<file path="config.mk">
export PLATFORM = sky130hd
export DESIGN_NAME = two_pole_two_zero_filter_top
export DESIGN_NICKNAME = d
export VERILOG_FILES = /design/src/tptz_pkg.sv /design/src/two_pole_two_zero_filter_top.sv
export VERILOG_INCLUDE_DIRS = /design/src /design/src/src
export SDC_FILE = /design/constraint.sdc
export NUM_CORES = 2
export LEC_CHECK = 0
export BUFFER_PORTS_ARGS = -buffer_cell sky130_fd_sc_hd__buf_2
export CAP_MARGIN = 30
export CELL_PAD_IN_SITES_DETAIL_PLACEMENT = 1
export CELL_PAD_IN_SITES_GLOBAL_PLACEMENT = 2
export CORE_UTILIZATION = 43
export DETAILED_ROUTE_END_ITERATION = 10
export MAX_ROUTING_LAYER = met4
export PLACE_DENSITY = 0.9
export SYNTH_ARGS = -nofsm -noshare
export SYNTH_HDL_FRONTEND = slang
export SYNTH_SLANG_ARGS = --single-unit
</file>
<file path="constraint.sdc">
create_clock -name clk_i -period 11.7 [get_ports clk_i]
set_input_delay 0.585 -clock clk_i [delete_from_list [all_inputs] [get_ports clk_i]]
set_output_delay 0.585 -clock clk_i [all_outputs]
set_load 0.01 [all_outputs]
</file>
<file path="src/two_pole_two_zero_filter_top_defines.svh">
// assertion macros for the two-pole two-zero filter
`ifndef TWO_POLE_TWO_ZERO_FILTER_TOP_DEFINES_SVH
`define TWO_POLE_TWO_ZERO_FILTER_TOP_DEFINES_SVH

// same-cycle implication, checked out of reset
`define TPTZ_ASSERT_NOW(lbl, ante, cons) \
  lbl: assert property (@(posedge clk_i) disable iff (!rst_ni) (ante) |-> (cons)) \
    else $error("tptz assertion failed");

// next-cycle implication, checked out of reset
`define TPTZ_ASSERT_NEXT(lbl, ante, cons) \
  lbl: assert property (@(posedge clk_i) disable iff (!rst_ni) (ante) |=> (cons)) \
    else $error("tptz assertion failed");

`endif

</file>
<file path="src/tptz_pkg.sv">
// types, constants and microcode table of the two-pole two-zero filter
package tptz_pkg;

  localparam int SampleBits   = 24;
  localparam int CoefBits     = 24;
  localparam int CoefFracBits = 20;
  localparam int StateBits    = 32;
  localparam int ProdBits     = CoefBits + StateBits;
  localparam int AccBits      = ProdBits + 2;
  localparam int RndBits      = AccBits - CoefFracBits;
  localparam int NumRegs      = 6;
  localparam int RegIdxBits   = 3;
  localparam int StepBits     = 4;

  typedef logic [RegIdxBits-1:0] reg_idx_t;
  typedef logic [StepBits-1:0]   step_t;

  localparam reg_idx_t REG_INPUT_GAIN   = 3'd0;
  localparam reg_idx_t REG_FEEDBACK_ONE = 3'd1;
  localparam reg_idx_t REG_FEEDBACK_TWO = 3'd2;
  localparam reg_idx_t REG_FORWARD_ZERO = 3'd3;
  localparam reg_idx_t REG_FORWARD_ONE  = 3'd4;
  localparam reg_idx_t REG_FORWARD_TWO  = 3'd5;

  localparam logic CMD_FILTER = 1'b0;
  localparam logic CMD_CLEAR  = 1'b1;

  localparam step_t STEP_FETCH  = 4'd0;
  localparam step_t STEP_MUL_X  = 4'd1;
  localparam step_t STEP_OUTPUT = 4'd10;
  localparam step_t STEP_CLEAR  = 4'd11;

  typedef enum logic [1:0] {
    OPND_X,
    OPND_D1,
    OPND_D2,
    OPND_W
  } opnd_e;

  typedef enum logic [1:0] {
    ACC_HOLD,
    ACC_LOAD,
    ACC_ADD
  } acc_e;

  typedef enum logic [1:0] {
    BR_NEXT,
    BR_FETCH,
    BR_DONE,
    BR_RESTART
  } br_e;

  typedef struct packed {
    reg_idx_t coef_sel;
    opnd_e    opnd;
    logic     mul_en;
    acc_e     acc_op;
    logic     w_load;
    logic     y_load;
    logic     clr_state;
    br_e      br;
  } ctrl_t;

  function automatic ctrl_t ucode(input step_t step);
    ctrl_t c;
    c = '{coef_sel: REG_INPUT_GAIN, opnd: OPND_X, mul_en: 1'b0, acc_op: ACC_HOLD,
          w_load: 1'b0, y_load: 1'b0, clr_state: 1'b0, br: BR_NEXT};
    unique case (step)
      4'd0:  c.br = BR_FETCH;
      4'd1:  begin c.coef_sel = REG_INPUT_GAIN;   c.opnd = OPND_X;  c.mul_en = 1'b1; end
      4'd2:  begin
        c.coef_sel = REG_FEEDBACK_ONE; c.opnd = OPND_D1; c.mul_en = 1'b1; c.acc_op = ACC_LOAD;
      end
      4'd3:  begin
        c.coef_sel = REG_FEEDBACK_TWO; c.opnd = OPND_D2; c.mul_en = 1'b1; c.acc_op = ACC_ADD;
      end
      4'd4:  c.acc_op = ACC_ADD;
      4'd5:  c.w_load = 1'b1;
      4'd6:  begin c.coef_sel = REG_FORWARD_ZERO; c.opnd = OPND_W;  c.mul_en = 1'b1; end
      4'd7:  begin
        c.coef_sel = REG_FORWARD_ONE; c.opnd = OPND_D1; c.mul_en = 1'b1; c.acc_op = ACC_LOAD;
      end
      4'd8:  begin
        c.coef_sel = REG_FORWARD_TWO; c.opnd = OPND_D2; c.mul_en = 1'b1; c.acc_op = ACC_ADD;
      end
      4'd9:  c.acc_op = ACC_ADD;
      4'd10: begin c.y_load = 1'b1; c.br = BR_DONE; end
      4'd11: begin c.clr_state = 1'b1; c.br = BR_RESTART; end
      default: c.br = BR_RESTART;
    endcase
    return c;
  endfunction

  // round half up, then floor shift by the coefficient fraction bits
  function automatic logic signed [RndBits-1:0] round_scale(input logic signed [AccBits-1:0] a);
    logic signed [AccBits-1:0] s;
    s = a + (AccBits'(1) <<< (CoefFracBits - 1));
    return RndBits'(s >>> CoefFracBits);
  endfunction

endpackage

</file>
<file path="src/two_pole_two_zero_filter_top.sv">
// two-pole two-zero filter: microcoded sequencer over one shared multiplier
//
// input channel: in_valid_i, command_i, sample_in_i; in_stall_o is low only
// while the sequencer sits at its fetch step, and a transfer happens when
// in_valid_i is high and in_stall_o is low.
// output channel: out_valid_o, sample_out_o; the receiver holds out_stall_i
// high to stall, and the result holds until a transfer takes it.
// config channel: cfg_valid_i, cfg_index_i, cfg_data_i, cfg_ready_o (always
// high); indexes beyond the coefficient list are ignored.
// a filter command runs the microcode steps from its input transfer to
// out_valid_o, and the next input is taken once the sequencer is back at
// its fetch step. six products go one per step through the single 24x32
// multiplier, plus accumulate, round and fetch steps.
// a clear command moves to the clear step, which zeroes the state; it
// produces no output and then returns to the fetch step.
// a new input is taken while a result still waits; if the old result is
// still stalled when the next one is ready, the sequencer waits at its last
// step. reset clears coefficients, state, the step counter and out_valid_o.
`include "two_pole_two_zero_filter_top_defines.svh"

module two_pole_two_zero_filter_top (
  input  logic                                   clk_i,
  input  logic                                   rst_ni,
  input  logic                                   in_valid_i,
  output logic                                   in_stall_o,
  input  logic                                   command_i,
  input  logic signed [tptz_pkg::SampleBits-1:0] sample_in_i,
  output logic                                   out_valid_o,
  input  logic                                   out_stall_i,
  output logic signed [tptz_pkg::SampleBits-1:0] sample_out_o,
  input  logic                                   cfg_valid_i,
  output logic                                   cfg_ready_o,
  input  tptz_pkg::reg_idx_t                     cfg_index_i,
  input  logic signed [tptz_pkg::CoefBits-1:0]   cfg_data_i
);

  localparam int SB = tptz_pkg::SampleBits;
  localparam int CB = tptz_pkg::CoefBits;
  localparam int WB = tptz_pkg::StateBits;
  localparam int PB = tptz_pkg::ProdBits;
  localparam int AB = tptz_pkg::AccBits;
  localparam int RB = tptz_pkg::RndBits;

  logic signed [CB-1:0] coef_q [tptz_pkg::NumRegs];
  tptz_pkg::step_t      step_q, step_d;
  logic signed [SB-1:0] x_q;
  logic signed [WB-1:0] d1_q, d2_q, w_q;
  logic signed [PB-1:0] prod_q;
  logic signed [AB-1:0] acc_q;
  logic signed [SB-1:0] y_q;
  logic                 out_valid_q, out_valid_d;

  tptz_pkg::ctrl_t      ctrl;
  logic                 in_xfer, out_xfer, slot_free, y_fire;
  logic signed [CB-1:0] coef_sel;
  logic signed [WB-1:0] opnd_sel;
  logic signed [RB-1:0] rnd;
  logic signed [WB-1:0] w_sat;
  logic signed [SB-1:0] y_sat;

  assign ctrl        = tptz_pkg::ucode(step_q);
  assign in_stall_o  = (step_q != tptz_pkg::STEP_FETCH);
  assign in_xfer     = in_valid_i && !in_stall_o;
  assign out_xfer    = out_valid_q && !out_stall_i;
  assign slot_free   = !out_valid_q || !out_stall_i;
  assign y_fire      = ctrl.y_load && slot_free;
  assign cfg_ready_o = 1'b1;
  assign out_valid_o = out_valid_q;
  assign sample_out_o = y_q;

  assign coef_sel = (ctrl.coef_sel < tptz_pkg::reg_idx_t'(tptz_pkg::NumRegs)) ?
                    coef_q[ctrl.coef_sel[tptz_pkg::RegIdxBits-1:0]] : '0;

  always_comb begin
    unique case (ctrl.opnd)
      tptz_pkg::OPND_X:  opnd_sel = WB'(x_q);
      tptz_pkg::OPND_D1: opnd_sel = d1_q;
      tptz_pkg::OPND_D2: opnd_sel = d2_q;
      tptz_pkg::OPND_W:  opnd_sel = w_q;
      default:           opnd_sel = '0;
    endcase
  end

  assign rnd = tptz_pkg::round_scale(acc_q);

  always_comb begin
    if (rnd[RB-1:WB-1] == {(RB-WB+1){rnd[RB-1]}}) begin
      w_sat = rnd[WB-1:0];
    end else begin
      w_sat = rnd[RB-1] ? {1'b1, {(WB-1){1'b0}}} : {1'b0, {(WB-1){1'b1}}};
    end
    if (rnd[RB-1:SB-1] == {(RB-SB+1){rnd[RB-1]}}) begin
      y_sat = rnd[SB-1:0];
    end else begin
      y_sat = rnd[RB-1] ? {1'b1, {(SB-1){1'b0}}} : {1'b0, {(SB-1){1'b1}}};
    end
  end

  always_comb begin
    step_d = step_q;
    unique case (ctrl.br)
      tptz_pkg::BR_NEXT:    step_d = step_q + 1'b1;
      tptz_pkg::BR_FETCH: begin
        if (in_xfer) begin
          step_d = (command_i == tptz_pkg::CMD_CLEAR) ? tptz_pkg::STEP_CLEAR
                                                      : tptz_pkg::STEP_MUL_X;
        end
      end
      tptz_pkg::BR_DONE:    if (slot_free) step_d = tptz_pkg::STEP_FETCH;
      tptz_pkg::BR_RESTART: step_d = tptz_pkg::STEP_FETCH;
      default:              step_d = tptz_pkg::STEP_FETCH;
    endcase
  end

  always_comb begin
    out_valid_d = out_valid_q;
    if (out_xfer) out_valid_d = 1'b0;
    if (y_fire)   out_valid_d = 1'b1;
  end

  always_ff @(posedge clk_i or negedge rst_ni) begin
    if (!rst_ni) begin
      step_q      <= tptz_pkg::STEP_FETCH;
      out_valid_q <= 1'b0;
      d1_q        <= '0;
      d2_q        <= '0;
      for (int i = 0; i < tptz_pkg::NumRegs; i++) coef_q[i] <= '0;
    end else begin
      step_q      <= step_d;
      out_valid_q <= out_valid_d;
      if (cfg_valid_i && cfg_ready_o &&
          cfg_index_i < tptz_pkg::reg_idx_t'(tptz_pkg::NumRegs)) begin
        coef_q[cfg_index_i] <= cfg_data_i;
      end
      if (ctrl.clr_state) begin
        d1_q <= '0;
        d2_q <= '0;
      end else if (y_fire) begin
        d1_q <= w_q;
        d2_q <= d1_q;
      end
    end
  end

  // datapath registers, no reset
  always_ff @(posedge clk_i) begin
    if (in_xfer) x_q <= sample_in_i;
    if (ctrl.mul_en) prod_q <= PB'(coef_sel * opnd_sel);
    unique case (ctrl.acc_op)
      tptz_pkg::ACC_LOAD: acc_q <= AB'(prod_q);
      tptz_pkg::ACC_ADD:  acc_q <= acc_q + AB'(prod_q);
      default:            acc_q <= acc_q;
    endcase
    if (ctrl.w_load) w_q <= w_sat;
    if (y_fire) y_q <= y_sat;
  end

  `TPTZ_ASSERT_NEXT(a_filter_start, in_xfer && command_i == tptz_pkg::CMD_FILTER,
                    step_q == tptz_pkg::STEP_MUL_X)
  `TPTZ_ASSERT_NEXT(a_clear_start, in_xfer && command_i == tptz_pkg::CMD_CLEAR,
                    step_q == tptz_pkg::STEP_CLEAR)
  `TPTZ_ASSERT_NEXT(a_clear_zeroes, step_q == tptz_pkg::STEP_CLEAR,
                    d1_q == '0 && d2_q == '0 && step_q == tptz_pkg::STEP_FETCH)
  `TPTZ_ASSERT_NOW(a_result_source, $rose(out_valid_q), $past(step_q) == tptz_pkg::STEP_OUTPUT)

endmodule
</file>
### Word level (Yosys, flattened, before mapping)

Index checks and enable logic that the tools add are counted.

| storage, ports and cells | value |
|---|---|
| RAM bits | 0 |
| bits in latches | 0 |
| register bits | 407 |
| logic and storage cells | 98 |
| bits in read-only memories | 0 |
| memories kept | 0 |
| input port bits | 57 |
| output and inout bits | 27 |

| operators by class | value |
|---|---|
| multiplexer cells | 29 |
| magnitude comparators | 5 |
| $mul | 1 |
| reduce and logical (&&, ||, !) cells | 20 |
| equality and inequality tests | 23 |
| shift operators | 0 |
| bitwise logic cells | 2 |
| div/mod/pow operators | 0 |
| $add $sub $neg | 3 |

Operator list:

| operator | count |
|---|---|
| $mux W32 | 6 |
| $bwmux W144 | 1 |
| $mux W24 | 6 |
| $pmux W32 S4 | 1 |
| $pmux W58 S2 | 1 |
| $bmux W24 S3 | 1 |
| $demux W24 S3 | 1 |
| $add A58 B21 Y58 const B | 1 |
| $add A58 B56 Y58 | 1 |
| $mul A24 B32 Y56 | 1 |
| $pmux W6 S6 | 1 |
| $eq A4 B3 Y1 const B | 4 |
| $eq A4 B4 Y1 const B | 4 |
| $pmux W4 S4 | 1 |
| $eq A14 B14 Y1 | 1 |
| $mux W4 | 3 |
| $eq A2 B2 Y1 const B | 5 |
| $reduce_or A9 Y1 | 1 |
| $eq A4 B2 Y1 const B | 2 |
| $ge A4 B4 Y1 const B | 2 |
| $not A3 Y4 | 2 |
| $eq A2 B1 Y1 const B | 3 |
| $eq A6 B6 Y1 | 1 |
| $lt A3 B3 Y1 const B | 2 |
| 17 further kinds | 31 |

### Longest topological paths before layout

| logic depth | value |
|---|---|
| word-level depth | 8 |
| gate-level depth with buffers | 40 |
| gate-level depth less buffers | 35 |

### Worst setup path before layout

No wires, ideal clock.

| timing | value |
|---|---|
| path type | register to register |
| start | register step_q[0] |
| end | register prod_q[53] (data pin) |
| slack | 2.902 ns |
| setup time | 0.258 ns |
| arrival | 8.540 ns |
| cell stages (with the launch flop) | 38 |
| path buffers | 5 |
| period minus slack after synthesis | 8.798 ns |
| data required time | 11.442 ns |
| cell sequence | dfrtp_1 > inv_1 > ha_1 > clkbuf_1 > nand2_1 > a21o_1 > clkbuf_1 > buf_2 > buf_1 > nand2_1 > a21oi_1 > a21oi_1 > o21ai_0 > clkbuf_1 > nand2_1 > fa_1 > inv_1 > fa_1 > [2 not listed] > inv_1 > fa_1 > fa_1 > fa_1 > inv_1 > fa_1 > inv_1 > ha_1 > a21o_1 > a21o_1 > a21o_1 > a311oi_1 > o21ai_0 > a31oi_1 > a31oi_1 > a31o_2 > a31oi_1 > xnor2_1 |

| between the ends | value |
|---|---|
| word-level cells in the longest chain between the ends | 8 |
| elaborated cells between the ends (all ways) | 19 |
| classes of those cells | mul (1); order compare (1); eq/ne (9); mux (6); bitwise (1); reduce/logical (1) |

Ends and longest elaborated chain:

| element | RTL line | RTL |
|---|---|---|
| from (decl) | two_pole_two_zero_filter_top.sv:45 | `tptz_pkg::step_t step_q, step_d;` |
| from (signal assigned) | two_pole_two_zero_filter_top.sv:123 | `step_q <= tptz_pkg::STEP_FETCH;` |
| from (signal assigned) | two_pole_two_zero_filter_top.sv:129 | `step_q <= step_d;` |
| $eq A4 B4 Y1, or another cell as far along | tptz_pkg.sv:68 | `unique case (step)` |
| $pmux W6 S6 (*) | tptz_pkg.sv:68 |  |
| $not A3 Y4 (implied by the code) | two_pole_two_zero_filter_top.sv:72 | `coef_q[ctrl.coef_sel[tptz_pkg::RegIdxBits-1:0]] : '0;` |
| $bmux W24 S3 | two_pole_two_zero_filter_top.sv:72 |  |
| $mux W24 (implied by the code) (2 in series) | two_pole_two_zero_filter_top.sv:72 |  |
| $mux W24 | two_pole_two_zero_filter_top.sv:71 | `assign coef_sel = (ctrl.coef_sel < tptz_pkg::reg_idx_t'(tptz_pkg::NumRegs)) ?` |
| $mul A24 B32 Y56 (*) | two_pole_two_zero_filter_top.sv:148 | `if (ctrl.mul_en) prod_q <= PB'(coef_sel * opnd_sel);` |
| to (signal assigned) | two_pole_two_zero_filter_top.sv:148 |  |
| to (decl) | two_pole_two_zero_filter_top.sv:48 | `logic signed [PB-1:0] prod_q;` |

Every way passes the cells marked *; elsewhere a longest branch is shown, timed or not. The select of a mux whose other input is x is not followed.
A chain may end at the register's enable or synchronous reset.

### Final worst setup path

| timing | value |
|---|---|
| start | register step_q[0] |
| end | register prod_q[55] (data pin) |

Same word-level chain as after synthesis.

==> results.md <==
Outcome:
- The run finished with clean final reports.

Placed design:
- Routability-driven placement finished with a final weighted congestion of just over 0.9.
- After legalization and detailed placement, the total HPWL measured 121800 um.
- The count of buffers added on input and output ports is 82.

Yosys:
- In this run, synthesis inferred 194 flip-flops with an integrated enable.
- By area, the combinational part of the netlist is dominated by adder cells.
- The compound-cell area share of the yosys netlist is a little under a tenth.
- After Yosys synthesis, full adders, half adders and majority gates account for 38.09% of the synthesized area.
- The mux share of post-synthesis cell area is 5.023%.
- The synthesized netlist devotes 2.559% of its cell area to XOR and XNOR gates.
- In this run, distinct cell masters in the synthesized netlist total 97.
- The proportion of register bits with asynchronous set or reset after synthesis is 52.33%.
- In this run the mean area of a mapped cell was 9.815 sq um.
- The number of nets handed over by synthesis was a little under 6000.
- In the synthesized netlist, the number of instances is 4911.
- The fraction of the mapped netlist area in simple logic gates is 13.03%.
- The number of warnings reported in the yosys synthesis log is 0.
- The total of flip-flops plus latches after synthesis is 407.
- The cell area that synthesis handed to floorplanning was about 48000 sq um.
- In the synthesized netlist the dominant register cell turns out to be dfrtp_1.
- Sequential cells were found to cover 23.14% of the synthesized design area.

Drt:
- For this block, the routed nets add up to 154600 um of wire.
- The detail route stage leaves a number of antenna-violating nets equal to 0.
- The detailed-route vias per instance is 5.606.
- The via count of the routed design is between 30000 and 40000.
- The remaining design rule violation count is 0.
- The DRC violation total after the first TritonRoute iteration is around 2500.
- The routed length per placed instance is 23.96 um.
- The first detailed-routing pass took 7 iterations.

CTS:
- The number of sinks driven by the clock tree is a little over 400.
- The number of H-tree branching levels is 2.
- The number of buffers inserted for hold repair after clock tree synthesis is 0.
- The number of buffers added by the clock tree synthesis step is 47.
- The clock tree from TritonCTS is yes.
- The root buffer cell chosen for the clock tree is clkbuf_16.
- At the later pin of the worst-skew pair, clock insertion delay measures 0.62 ns.
- The clock edge transition at the registers on the reported setup and hold paths is ~0.060 ns.
- The post-cts gate resize count is 0.
- The number of buffers on the longest clock path is 3.
- The setup fix buffers added after clock tree synthesis is 0.

Critical path:
- The slowest stage of the critical path is the o21a_1 cell.
- By instance count, the cell type seen most on the critical path is fa_1.
- The setup check on the worst reg-to-reg path leaves a slack of approximately 0.72 ns.
- The startpoint of the lowest-slack register-to-register path is step_q[0].
- The arrival time of the worst setup path is roughly 11 ns.
- The endpoint of the worst register-to-register path is prod_q[55].
- STA puts the critical path data required time at 12.06 ns.
- The worst setup path is launched from a register.
- In this design, the stage delay of the slowest critical-path cell is ~0.86 ns.
- The critical path in this run is classified as reg -> reg.
- The biggest fanout along the worst timing path is 13.
- The worst-case reg-to-reg path depth is 28.
- The kind of capture point of the worst setup path is a register.

Timing:
- Subtracting the final worst setup slack from the clock period gives ~11 ns.
- The number of max-slew violations in the final report is 0.
- Static timing analysis puts the maximum clock frequency at 0.09105 GHz.
- The worst path uses 93.87% of the clock period.
- Headroom to the max-slew limit came out at 30.05%.
- The measured slew at the worst slew-check pin is 1.049 ns.
- The setup total negative slack is 0 ns.
- The final hold violation count is 0.
- Setup repair after global routing left no endpoint under its margin.
- Setup violations remaining at the end of the flow were counted as 0.
- The largest clock skew in the final design is 0.02417 ns.

Die:
- The floorplan step defined a die boundary enclosing 113400 sq um.
- The count of standard-cell rows is 122.
- The die boundary width is 336.8 um.
- For this configuration, the core starts out at a cell density of 43.44%.
- The top-level I/O count is 84.
- The core region is roughly 110000 sq um.
- In this run the vertical extent of the chip is 336.8 um.

Global route:
- The total track usage is 28.66%.
- The number of global-route vias before repair is 40130.
- Entering global routing, the biggest net connects roughly 110 pins.
- The initial antenna violation count is 5.
- The total congestion overflow after global routing is 0.
- The first global-routing pass estimated 239000 um of wire.

Finish:
- The proportion of layout cells with a drive suffix above 1 is ~12%.
- The filler cell count is 12490.
- The area growth from synthesis to layout is 8.405%.
- The core utilization of the finished layout is 47.09%.
- The number of nets in the final layout is about 6000.

Flow run:
- The number of maximum-capacitance constraint violations is 0.

Hold path:
- The path category of the worst min-delay check is in -> async.
## worst max path at each step
stage,from,to,slack (ns),cells after the start
2_1_floorplan,step_q[0],prod_q[53],2.90,37
3_3_place_gp,step_q[3],prod_q[55],1.08,31
3_5_place_dp,step_q[3],prod_q[55],1.03,29
4_1_cts,step_q[0],prod_q[55],0.90,28
5_1_grt,step_q[3],prod_q[55],0.36,29
6_report,step_q[0],prod_q[55],0.72,28
## sequential cells by signal (all words and copies together), names as in the netlist
register      flops
x_q              24
d1_q             32
step_q            4
prod_q           56
acc_q            58
w_q              32
d2_q             32
out_valid_o       1
sample_out_o     24
coef_q          144
## final cells by class
type | instances | area, sq um | area share, %
multi-input combinational | 3439 | 33060 | 63.27
timing repair buffer | 205 | 1425 | 2.727
sequential | 407 | 11160 | 21.35
antenna | 2 | 5.005 | 0.009578
inverter | 825 | 3097 | 5.926
clock inverter | 19 | 250.2 | 0.4789
tap | 1488 | 1862 | 3.563
clock buffer | 68 | 1398 | 2.675
## Yosys cell counts, types with 6 or more instances
cell type,n,share of area [%]
dfrtp_1,213,11
o21bai_1,20,0.31
edfxtp_1,194,12
mux2_2,195,4.6
nand4_1,25,0.32
mux2i_1,9,0.19
a211oi_1,9,0.14
a21o_1,78,1.2
nand3_1,70,0.73
or3_1,6,0.078
xor2_1,40,0.73
nor3_1,28,0.29
nor2b_1,25,0.32
buf_6,6,0.14
o21ai_0,81,0.84
o21ai_1,24,0.25
o22ai_1,6,0.078
a21oi_2,33,0.60
nor2_1,401,3.1
fa_1,784,33
nand2b_1,56,0.73
o31ai_1,6,0.093
or2_2,9,0.12
o211ai_1,10,0.16
buf_4,8,0.12
clkbuf_1,168,1.3
nand2_1,691,5.4
xnor2_1,99,1.8
o21a_1,40,0.62
inv_1,825,6.4
a21oi_1,168,1.7
a22o_1,63,1.1
a21boi_0,12,0.19
buf_2,56,0.58
a31oi_1,34,0.44
and2_1,44,0.57
ha_1,213,5.5
and3_1,18,0.23
and4_1,10,0.18
nor4_1,8,0.10
a221o_1,10,0.21
## critical path: cells and delay by family, from the launching register on
kind                       cells  cell delay, ns
xor gates and xnor gates       1            0.10
and+or+nand+nor                5            1.36
AOI/OAI and AO/OA             10            3.89
adders and majority gates      9            4.45
buffers and inverters          3            0.46
DFF                            1            0.42
## cell usage in the layout (no fill, tap or decap), drive strengths merged, types with 13 or more instances in the layout
| cell | netlist | layout |
|---|---|---|
| a21o | 78 | 78 |
| nor3 | 31 | 31 |
| nand4 | 26 | 26 |
| nand2b | 56 | 56 |
| a21boi | 13 | 13 |
| o21bai | 20 | 20 |
| mux2 | 195 | 195 |
| and3 | 20 | 20 |
| clkbuf | 168 | 68 |
| o21ai | 109 | 109 |
| o21a | 40 | 40 |
| a22o | 64 | 64 |
| nor2 | 404 | 404 |
| edfxtp | 194 | 194 |
| inv | 825 | 829 |
| dfrtp | 213 | 213 |
| a21oi | 201 | 201 |
| a31oi | 37 | 37 |
| xnor2 | 100 | 100 |
| nor2b | 25 | 25 |
| ha | 213 | 213 |
| buf | 72 | 205 |
| o211ai | 13 | 13 |
| nand3 | 74 | 74 |
| fa | 784 | 784 |
| nand2 | 692 | 692 |
| and2 | 46 | 46 |
| xor2 | 40 | 40 |
## layer usage
layer	vias to the layer above	GRT usage (%)	wire length [um]
met3	325	3.635	8852
met4	0	10.29	6071
met1	19110	35.67	62610
met5	-	-	0
met2	1107	47.91	77100
li1	15630	-	-
## logic make-up after synthesis
group / after synthesis
flip-flops: 407
other: 1
XOR/XNOR: 140
AO/OA/AOI/OAI: 662
buffers and inverters: 1065
multiplexers: 210
AND/OR/NAND/NOR: 1429
adder cells (fa/ha/maj): 997
## per-stage QoR
| step | area (sq um) | std cells | hold WS (ns) | setup WS [ns] |
|---|---|---|---|---|
| finish | 52250 | 6453 | 0.03187 | 0.7175 |
| detailed placement | 50580 | 6363 | 0.4877 | 1.031 |
| CTS | 52230 | 6450 | 0.03216 | 0.9030 |
| floorplan | 48200 | 4911 | 0.2894 | 2.902 |
| global placement | 50510 | 6358 | 0.4735 | 1.076 |
| global route | 52250 | 6453 | 0.08351 | 0.3607 |
Power is left out: the tool's default activity adds up to more than one toggle a clock period on the data nets, which glitch-free logic cannot reach.
